$ cat config.mk
export PLATFORM = sky130hd
export DESIGN_NAME = rfid_ascii_frame_checker_unit
export DESIGN_NICKNAME = d
export VERILOG_FILES = /design/src/hw/rtl/rafc_pkg.sv /design/src/hw/rtl/rafc_parser.sv /design/src/hw/rtl/rfid_ascii_frame_checker_unit.sv
export SDC_FILE = /design/constraint.sdc
export NUM_CORES = 1
export LEC_CHECK = 0
export BUFFER_PORTS_ARGS = -buffer_cell sky130_fd_sc_hd__buf_2
export CAP_MARGIN = 0
export CORE_MARGIN = 4
export CORE_UTILIZATION = 50
export CTS_CLUSTER_DIAMETER = 100
export CTS_CLUSTER_SIZE = 16
export DETAILED_ROUTE_END_ITERATION = 8
export PLACE_DENSITY_LB_ADDON = 0.08
export SLEW_MARGIN = 20
export SYNTH_ARGS = -nofsm -noshare
export SYNTH_HDL_FRONTEND = slang
export SYNTH_SLANG_ARGS = --single-unit
$ cat constraint.sdc
create_clock -name clock -period 11.6 [get_ports clock]
set_clock_uncertainty 0.15 [all_clocks]
set_input_delay 1.74 -clock clock [delete_from_list [all_inputs] [get_ports clock]]
set_output_delay 1.74 -clock clock [all_outputs]
set_load 0.05 [all_outputs]
$ cat src/hw/rtl/rafc_pkg.sv
// Shared types, constants and helper functions for the ASCII tag frame checker.
`timescale 1ns / 1ps
`default_nettype none

package rafc_pkg;

   localparam logic [7:0] START_BYTE = 8'h02;
   localparam logic [7:0] END_BYTE   = 8'h03;
   localparam int unsigned TAG_BITS  = 40;

   typedef struct packed {
      logic [TAG_BITS-1:0] tag_id;
      logic [7:0]          computed_checksum;
      logic [7:0]          received_checksum;
      logic                checksum_ok;
      logic                frame_captured;
   } result_type;

   function automatic logic [3:0] hex_nibble(input logic [7:0] c);
      logic [7:0] d;
      logic [3:0] n;
      d = 8'h00;
      n = 4'h0;
      if (c inside {["0":"9"]}) begin
         d = c - 8'h30;
         n = d[3:0];
      end else if (c inside {["A":"F"]}) begin
         d = c - 8'h37;
         n = d[3:0];
      end
      return n;
   endfunction

   function automatic logic [7:0] xor_bytes(input logic [TAG_BITS-1:0] v);
      return v[39:32] ^ v[31:24] ^ v[23:16] ^ v[15:8] ^ v[7:0];
   endfunction

endpackage

`default_nettype wire

$ cat src/hw/rtl/rafc_parser.sv
// Frame parser state and result computation for one received byte.
`timescale 1ns / 1ps
`default_nettype none

module rafc_parser #(
   parameter int unsigned TAG_CHARS = 10
) (
   input  wire logic                 clock,
   input  wire logic                 reset,
   input  wire logic                 step,
   input  wire logic [7:0]           rx_byte,
   output logic                      emit,
   output rafc_pkg::result_type      result
);

   localparam int unsigned CNT_W = $clog2(TAG_CHARS + 2);

   logic                          capture_ff, capture_in;
   logic [CNT_W-1:0]              count_ff, count_in;
   logic [rafc_pkg::TAG_BITS-1:0] tag_ff, tag_in;
   logic [7:0]                    csum_ff, csum_in;
   logic                          seen_ff, seen_in;
   logic [3:0]                    nibble;
   logic [7:0]                    xor_value;

   assign nibble    = rafc_pkg::hex_nibble(rx_byte);
   assign xor_value = rafc_pkg::xor_bytes(tag_ff);
   assign emit      = !capture_ff && (rx_byte == rafc_pkg::END_BYTE);

   always_comb begin
      result.tag_id            = tag_ff;
      result.computed_checksum = xor_value;
      result.received_checksum = csum_ff;
      result.checksum_ok       = (xor_value == csum_ff);
      result.frame_captured    = seen_ff;
   end

   always_comb begin
      capture_in = capture_ff;
      count_in   = count_ff;
      tag_in     = tag_ff;
      csum_in    = csum_ff;
      seen_in    = seen_ff;
      if (capture_ff) begin
         if (count_ff < CNT_W'(TAG_CHARS)) begin
            tag_in = {tag_ff[rafc_pkg::TAG_BITS-5:0], nibble};
         end else begin
            csum_in = {csum_ff[3:0], nibble};
         end
         if (count_ff == CNT_W'(TAG_CHARS + 1)) begin
            capture_in = 1'b0;
            count_in   = '0;
            seen_in    = 1'b1;
         end else begin
            count_in = count_ff + 1'b1;
         end
      end else if (rx_byte == rafc_pkg::START_BYTE) begin
         capture_in = 1'b1;
         count_in   = '0;
      end else if (rx_byte == rafc_pkg::END_BYTE) begin
         seen_in = 1'b0;
      end
   end

   always_ff @(posedge clock) begin
      if (reset) begin
         capture_ff <= 1'b0;
         count_ff   <= '0;
         tag_ff     <= '0;
         csum_ff    <= '0;
         seen_ff    <= 1'b0;
      end else if (step) begin
         capture_ff <= capture_in;
         count_ff   <= count_in;
         tag_ff     <= tag_in;
         csum_ff    <= csum_in;
         seen_ff    <= seen_in;
      end
   end

endmodule

`default_nettype wire

$ cat src/hw/rtl/rfid_ascii_frame_checker_unit.sv
// Top level of the ASCII tag frame checker: input register, parser and result register.
// A request waits in the input register; any result goes to the result register as it leaves.
// Throughput: one request per cycle, limited only by the result register draining.
// Only the end byte seen while hunting produces a result; all other requests produce none.
// Reset is synchronous and active high; it clears the parser state and both valid flags.
`timescale 1ns / 1ps
`default_nettype none

module rfid_ascii_frame_checker_unit #(
   parameter int unsigned TAG_CHARS = 10
) (
   input  wire logic        clock,
   input  wire logic        reset,
   input  wire logic        req_valid,
   output logic             req_stall,
   input  wire logic [7:0]  req_rx_byte,
   output logic             rsp_valid,
   input  wire logic        rsp_stall,
   output logic [39:0]      rsp_tag_id,
   output logic [7:0]       rsp_computed_checksum,
   output logic [7:0]       rsp_received_checksum,
   output logic             rsp_checksum_ok,
   output logic             rsp_frame_captured
);

   logic                 in_valid_ff, in_valid_in;
   logic [7:0]           in_byte_ff;
   logic                 out_valid_ff, out_valid_in;
   rafc_pkg::result_type out_ff;
   rafc_pkg::result_type result;
   logic                 emit;
   logic                 advance;
   logic                 accept;

   // A byte leaves the input register unless it has a result and the output is full and stalled.
   assign advance   = in_valid_ff && (!emit || !out_valid_ff || !rsp_stall);
   assign req_stall = in_valid_ff && !advance;
   assign accept    = req_valid && !req_stall;

   rafc_parser #(
      .TAG_CHARS(TAG_CHARS)
   ) u_parser (
      .clock  (clock),
      .reset  (reset),
      .step   (advance),
      .rx_byte(in_byte_ff),
      .emit   (emit),
      .result (result)
   );

   always_comb begin
      in_valid_in = in_valid_ff;
      if (accept) begin
         in_valid_in = 1'b1;
      end else if (advance) begin
         in_valid_in = 1'b0;
      end
      out_valid_in = out_valid_ff && rsp_stall;
      if (advance && emit) begin
         out_valid_in = 1'b1;
      end
   end

   always_ff @(posedge clock) begin
      if (reset) begin
         in_valid_ff  <= 1'b0;
         out_valid_ff <= 1'b0;
      end else begin
         in_valid_ff  <= in_valid_in;
         out_valid_ff <= out_valid_in;
      end
   end

   always_ff @(posedge clock) begin
      if (accept) begin
         in_byte_ff <= req_rx_byte;
      end
      if (advance && emit) begin
         out_ff <= result;
      end
   end

   assign rsp_valid             = out_valid_ff;
   assign rsp_tag_id            = out_ff.tag_id;
   assign rsp_computed_checksum = out_ff.computed_checksum;
   assign rsp_received_checksum = out_ff.received_checksum;
   assign rsp_checksum_ok       = out_ff.checksum_ok;
   assign rsp_frame_captured    = out_ff.frame_captured;

   a_ok_matches : assert property (@(posedge clock) disable iff (reset)
      rsp_valid |-> (rsp_checksum_ok == (rsp_computed_checksum == rsp_received_checksum)))
      else $error("checksum_ok disagrees with the checksums");

   a_xor_matches : assert property (@(posedge clock) disable iff (reset)
      rsp_valid |-> (rsp_computed_checksum == rafc_pkg::xor_bytes(rsp_tag_id)))
      else $error("computed checksum is not the XOR of the tag bytes");

   a_reset_clears : assert property (@(posedge clock)
      $past(reset) |-> (!rsp_valid && !req_stall))
      else $error("valid state survived reset");

   a_no_lost_result : assert property (@(posedge clock) disable iff (reset)
      (rsp_valid && rsp_stall) |-> !(advance && emit))
      else $error("result overwritten while stalled");

endmodule

`default_nettype wire
Word level (Yosys, flattened, before mapping)
Index checks and enable logic that the tools add are counted.
Cells by class
  add/sub/neg operators: 3
  $lt $le $gt $ge: 5
  equality and inequality tests: 6
  mux-type cells: 15
  bitwise gates (word level): 5
  reduce and logical (&&, ||, !) cells: 23
Operator list (count)
  8-bit XOR: 4
  4-bit two-way mux: 5
  8-bit by 2-bit equality test with 1-bit output, second input constant: 2
  1-bit two-way mux: 10
  8-bit equality test: 1
  8-bit by 6-bit greater-or-equal comparator with 1-bit output, second input constant: 1
  8-bit by 7-bit greater-or-equal comparator with 1-bit output, second input constant: 1
  8-bit by 6-bit less-or-equal comparator with 1-bit output, second input constant: 1
  8-bit by 7-bit less-or-equal comparator with 1-bit output, second input constant: 1
  1-bit logical AND: 8
  1-bit logical NOT: 6
  3-bit AND reduction: 2
  2-bit nonzero test: 3
  4-bit by 1-bit adder with 4-bit output, second input constant: 1
  4-bit equality test, second input constant: 1
  4-bit less-than comparator, second input constant: 1
  4-bit AND reduction: 1
  4-bit by 1-bit subtractor with 4-bit output, second input constant: 1
  4-bit by 3-bit subtractor with 4-bit output, second input constant: 1
  1-bit logical OR: 2
  2-bit by 1-bit inequality test with 1-bit output, second input constant: 1
  2-bit inequality test, second input constant: 1
  2-bit AND reduction: 1
  1-bit inverter: 1
Storage, ports and cells
  flip-flop bits (word level): 122
  bits of input ports: 12
  output and inout port bits: 60
  logic and storage cells: 70

Longest topological paths before layout
Gate-level depths: netlist of run 1.
  depth after elaboration: 11
  mapped depth: 6
  depth with buffers taken out: 6

By module
From an unflattened synthesis of run 1, not the netlist that was laid out.
Second synthesis, totals
  cell total of the unflattened synthesis: 381
  area, all modules: 4739.5 um2
By module, submodules not included
  rafc_parser: times used 1, cells each 302, area each 2665.1 um2, seq. area each 1081.0 um2
  rfid_ascii_frame_checker_unit: times used 1, cells each 79, area each 2074.5 um2, seq. area each 2021.9 um2

Least setup slack after synthesis of run 1
Ideal clock, no wire load.
  path type: in2reg
  start point: in rsp_stall
  end point: reg out_ff (netlist bit rsp_checksum_ok), enable pin
  library setup time: 474 ps
  data arrival time: 4323 ps
  data required time: 10976 ps
  path slack: 6652 ps
  cell stages on the path: 3
  path buffers: 0
  path through: nand2_1 -> inv_1 -> nor2_1
Between the ends
  cells in the longest elaborated chain, start to end: 4
Ends and longest elaborated chain
  start: declaration: line rfid_ascii_frame_checker_unit.sv:18  | input wire logic rsp_stall,
  1-bit logical NOT: line rfid_ascii_frame_checker_unit.sv:36  | assign advance = in_valid_ff && (!emit || !out_valid_ff || !rsp_stall);
  1-bit logical OR: line rfid_ascii_frame_checker_unit.sv:36
  1-bit logical AND: line rfid_ascii_frame_checker_unit.sv:36
  1-bit logical AND: line rfid_ascii_frame_checker_unit.sv:78  | if (advance && emit) begin
  end signal: assignment: line rfid_ascii_frame_checker_unit.sv:79  | out_ff <= result;
  end: declaration: line rfid_ascii_frame_checker_unit.sv:29  | rafc_pkg::result_type out_ff;
Every way passes these cells.
A chain may end at the register's enable or synchronous reset.

Worst setup path after layout of run 1
  start point: in rsp_stall
  end point: out req_stall
Between the ends
  cells in the longest elaborated chain, start to end: 5
Ends and longest elaborated chain
  1-bit logical NOT: line rfid_ascii_frame_checker_unit.sv:36
  1-bit logical OR: line rfid_ascii_frame_checker_unit.sv:36
  1-bit logical AND: line rfid_ascii_frame_checker_unit.sv:36
  1-bit logical NOT: line rfid_ascii_frame_checker_unit.sv:37  | assign req_stall = in_valid_ff && !advance;
  1-bit logical AND: line rfid_ascii_frame_checker_unit.sv:37
  end: declaration: line rfid_ascii_frame_checker_unit.sv:15  | output logic req_stall,
Every way passes these cells.

==> results_dict.tcl, run 1 <==
set metrics [dict create \
    status "complete, no violations" \
    insertion_delay_ps 510 \
    drt_iter0_drc 154 \
    area.growth.synth_to_final_pct 22.7 \
    p_seq_share_pct 45.7 \
    fin_area_um2 5850 \
    ys_seq_elements 122 \
    layout-drive-gt1-share_pct 23.9 \
    grt_start_max_net_pins 59 \
    final_util_pct 63.3 \
    firstDrtPassIters 4 \
    synthFlopType "edfxtp_1" \
    final_common_cell "nand2_1" \
    ant_nets 0 \
    p_switching_uw 212 \
    num_rows 35 \
    wl_per_cell_um 16.2 \
    worst_pin_slew_ps 1040 \
    ctsResizeCount 0 \
    vias 3090 \
    crit_fanout 3 \
    p_leak_uw 0.00217 \
    antenna_found_initial 0 \
    htreeDepth 4 \
    initial_core_util_pct 51.6 \
    synth-edff-count 66 \
    viasPerCell 5.17 \
    rsz0062_at_grt "no" \
    intPower_uw 790 \
    dp_cells 566 \
    grt_pass1_wl_um 15600 \
    setup_violations 0 \
    syn_nets 396 \
    worstPathArrival_ps 2400 \
    dp.final_hpwl_um 6150 \
    cts_tree "built" \
    cts_root_buffer "clkbuf_8" \
    endpoint_kind "output port" \
    crit_type "primary input to output port" \
    nNetsFinal 473 \
    final_cell_mix "nand2_1, buf_2, edfxtp_1" \
    yosysWarnings 0 \
    die_h_um 106 \
    die_area_um2 11200 \
    yosysSeqAreaShare_pct 65.1 \
    drcViolationCount 0 \
    async_flop_share_pct 0 \
    synth.distinct_cells 43 \
    synth_area_per_cell_um2 12.6 \
    cp.required_ps 9710 \
    numCtsBuffers 17 \
    routed_wl_um 9670 \
    pwr-share-clk_pct 53.0 \
    power_density_nw_per_um2 171 \
    stdcell_count 598 \
    ios 72 \
    clk_path_buf_depth 2 \
    ir_drop_uv 86.0 \
    post-route-period-util_pct 37.0 \
    dpl_cell_area_um2 5250 \
    max_clock_freq_mhz 233 \
    drv_cap 0 \
    port_buffers 71 \
    syn_area_um2 4770 \
    hp-class "flip-flop to flip-flop" \
    synth_cells 379 \
    design.core.area_um2 9240 \
    cts_sinks 122 \
    clk_pin_slew_worst_paths_ps 60 \
    n_antenna_cell 0 \
    cts_setup_buffers 0 \
    layout_min_cycle_time_ps 4290 \
    die_x_um 106 \
    hold_violations 0 \
    place_congestion 0.756 \
    setup_tns_ps 0 \
    maxSlewHeadroom_pct 30.7 \
    pwr-share-comb_pct 1.3 \
    switching_share_pct 21.1 \
    grt_use_total_pct 18.3 \
    finalMaxSlewViolations 0 \
    postCtsHoldBufs 0 \
    grt-ovfl-total 0 \
    worstSetupStartpointType "primary input" \
    grt_pass1_vias 3014 \
]
-- power by group through the flow --
stage               clock network (uW)  logic [uW]  registers (uW)
global placement                     0        12.7             466
finish                             531        13.0             457
CTS                                539        13.2             457
detailed placement                   0        13.2             467
floorplan                            0        8.43             466
global route                       559        14.5             458
-- worst max-delay path, stage by stage --
cell     delay [ps]
buf_2            90
nand2_1          70
nor2_1          190
buf_2           310
-- final cells by class --
class	instances	area, um2
Inverter	7	26.3
Multi-Input combinational cell	234	1580
Clock inverter	15	188
Tap cell	129	161
Fill cell	727	3390
Sequential cell	122	3100
Clock buffer	17	414
Timing Repair Buffer	74	378
-- sequential cells by signal, summed over array words and instances (netlist names) --
register               cells
rsp_valid                  1
rsp_checksum_ok            1
u_parser.count_ff          4
rsp_tag_id                40
u_parser.capture_ff        1
in_valid_ff                1
u_parser.seen_ff           1
u_parser.tag_ff           40
in_byte_ff                 8
rsp_received_checksum      8
rsp_computed_checksum      8
rsp_frame_captured         1
u_parser.csum_ff           8
-- layer usage --
| layer | global-route usage (%) | vias up | routed length [um] |
|---|---|---|---|
| met5 | 0 | - | 0 |
| met4 | 6.94 | 0 | 113 |
| met3 | 4.96 | 9 | 425 |
| met2 | 26.8 | 74 | 4410 |
| met1 | 26.0 | 1487 | 4730 |
| li1 | - | 1520 | - |
-- Yosys cell counts (all sizes together), types with 2 or more instances --
cell    count  share of area, %
a211oi      6              0.95
a21oi      48               5.0
and4b       2              0.42
buf         6              0.63
clkbuf     10              0.79
dfxtp      56                24
edfxtp     66                42
ha          5               1.3
inv         7              0.55
mux2i       5               1.1
nand2      77               6.1
nand2b      3              0.39
nand3       7              0.74
nor2       14               1.1
nor2b       3              0.39
nor3b       2              0.31
nor4        3              0.66
o21ai       7              0.74
o221ai      3              0.55
o311ai      2              0.37
xnor2      10               1.8
xnor3       4               1.9
xor2        7               1.3
xor3       10               5.0
-- metrics by stage --
| stage | power [uW] | hold WS [ps] | worst slack [ps] |
|---|---|---|---|
| CTS | 1010 | 330 | 7310 |
| detailed placement | 480 | 313 | 7310 |
| finish | 1000 | 330 | 7310 |
| floorplan | 475 | 258 | 6650 |
| global route | 1030 | 339 | 7250 |
| global placement | 479 | 306 | 7350 |
-- final timing paths --
check,start,end,slack (ps),depth (start not counted)
max,rsp_stall,req_stall,7310,4
min,u_parser.tag_ff[39],rsp_tag_id[39],330,0
max reg2reg,in_byte_ff[7],rsp_received_checksum[4],9140,4
min reg2reg,u_parser.tag_ff[39],rsp_tag_id[39],330,0
-- cells by family (layout without fill, tap and decap cells) --
kind of cell	count (synthesis)	count (layout)	synth area share, %
flops	122	122	65.1
compound gates	76	76	9.32
xor+xnor	31	31	10.0
fa+ha+maj	5	5	1.31
mux	5	5	1.05
simple gates	117	117	11.2
buf+inv	23	113	1.97
Note: power is estimated with default switching activity, not from simulation.
==> inputs of run 2 (changes only) <==
Clock period 11.6 ns to 3.8 ns, I/O delays scaled along.
==> run 2 against run 1 <==
- clock-buffer cell count up 1
- global-route usage down 0.56 points
- routed wire length down 1.7%
- sequential power rose to 3.1 times the previous value
- via count up 0.19%
- largest cell class unchanged
- largest power group unchanged
==> results_dict.tcl, run 2 (synthesized netlist as in run 1, its figures left out) <==
set metrics [dict create \
    initial_core_util_pct 51.6 \
    grt_use_total_pct 17.7 \
    grt_pass1_wl_um 15200 \
    post-route-period-util_pct 76.2 \
    nNetsFinal 474 \
    crit_buf_inv 1 \
    clk_path_buf_depth 2 \
    final_util_pct 63.4 \
    numCtsBuffers 17 \
    p_leak_uw 0.00218 \
    die_area_um2 11200 \
    fin_hold_ws_ps 73.4 \
    crit_family "simple AND/OR/NAND/NOR gates" \
    hold_violations 0 \
    final_cell_mix "nand2_1, buf_2, edfxtp_1" \
    design.core.area_um2 9240 \
    maxSlewHeadroom_pct 30.2 \
    max_clock_freq_mhz 345 \
    hold_path_end "in_byte_ff[6]" \
    dp.final_hpwl_um 6110 \
    multi_input_area_um2 1580 \
    vias 3096 \
    htreeDepth 4 \
    timing.rr.start "in_byte_ff[7]" \
    endpoint_kind "output port" \
    slowest_delay_ps 440 \
    ir_drop_uv 326 \
    worstPathArrival_ps 2170 \
    cts_tree "built" \
    setup_tns_ps 0 \
    postCtsHoldBufs 0 \
    fillers 702 \
    cts_sinks 122 \
    reg2reg_depth 4 \
    drv_cap 0 \
    seq_area_um2 3100 \
    layout_min_cycle_time_ps 2890 \
    drcViolationCount 0 \
    grt-ovfl-total 0 \
    port_buffers 71 \
    routed_wl_um 9510 \
    wl_per_cell_um 15.9 \
    num_rows 35 \
    die_x_um 106 \
    cts_setup_buffers 0 \
    crit_chain "nor4_2 -> nand4_1 -> nor2_1 -> buf_2" \
    reg2reg_slack_ps 1240 \
    area.growth.synth_to_final_pct 22.9 \
    status "complete, no violations" \
    final_common_cell "nand2_1" \
    finalMaxSlewViolations 0 \
    worst_pin_slew_ps 1050 \
    die_h_um 106 \
    layout-drive-gt1-share_pct 24.0 \
    cp.required_ps 3080 \
    cts_root_buffer "clkbuf_8" \
    worstSetupStartpointType "flip-flop" \
    hp-class "primary input to flip-flop" \
    drt_iter0_drc 140 \
    firstDrtPassIters 4 \
    n_antenna_cell 0 \
    r2r-end "rsp_computed_checksum[7]" \
    setup_violations 0 \
    ctsResizeCount 0 \
    rsz0062_at_grt "no" \
    hp-start "req_rx_byte[6]" \
    insertion_delay_ps 520 \
    crit_fanout 4 \
    crit_type "flip-flop to output port" \
    power_density_nw_per_um2 514 \
    whs_path_depth 1 \
    place_congestion 0.766 \
    cpMaxStageDelayCell "nor4_2" \
    grt_start_max_net_pins 57 \
    ios 72 \
    viasPerCell 5.17 \
    grt_pass1_vias 2970 \
    ant_nets 0 \
    clk_pin_slew_worst_paths_ps 60 \
    antenna_found_initial 0 \
]
run 2: power breakdown:
part	internal [uW]	switching (uW)	leakage [uW]
sequential	1390	8.96	0.00107
combinational	14.3	26.2	0.000821
clock	1000	574	0.000289
total	2400	609	0.00218
run 2: area by class of cell:
cell class,count,share of cell area (%)
clock buffer,18,7.13
multi-input combinational,234,26.9
sequential,122,53.0
timing repair buffer,75,6.79
inverter,7,0.448
tap,129,2.75
clock inverter,14,2.97
run 2: through the flow:
stage / total power, uW / cell area [um2] / instances / setup WS (ps)
3_5_place_dp: 1460 / 5270 / 567 / 1210
5_1_grt: 3100 / 5860 / 599 / 731
2_1_floorplan: 1450 / 4770 / 379 / 740
3_3_place_gp: 1460 / 5270 / 567 / 1270
6_report: 3010 / 5860 / 599 / 905
4_1_cts: 3040 / 5860 / 599 / 897
run 2: worst max path at each step:
stage,start,end,cells past startpoint
detailed placement,in_byte_ff[7],rsp_tag_id[10],4
floorplan,in_byte_ff[7],rsp_checksum_ok,3
CTS,in_byte_ff[7],req_stall,4
global route,in_byte_ff[7],req_stall,4
finish,in_byte_ff[7],req_stall,4
global placement,in_byte_ff[7],rsp_tag_id[18],4
run 2: layer usage:
metal	GRT usage, %	wire, um	share of wire (%)
met3	5.51	593	6.2
met5	0	0	0
met1	25.0	4540	48
met4	6.01	104	1.1
met2	26.1	4270	45
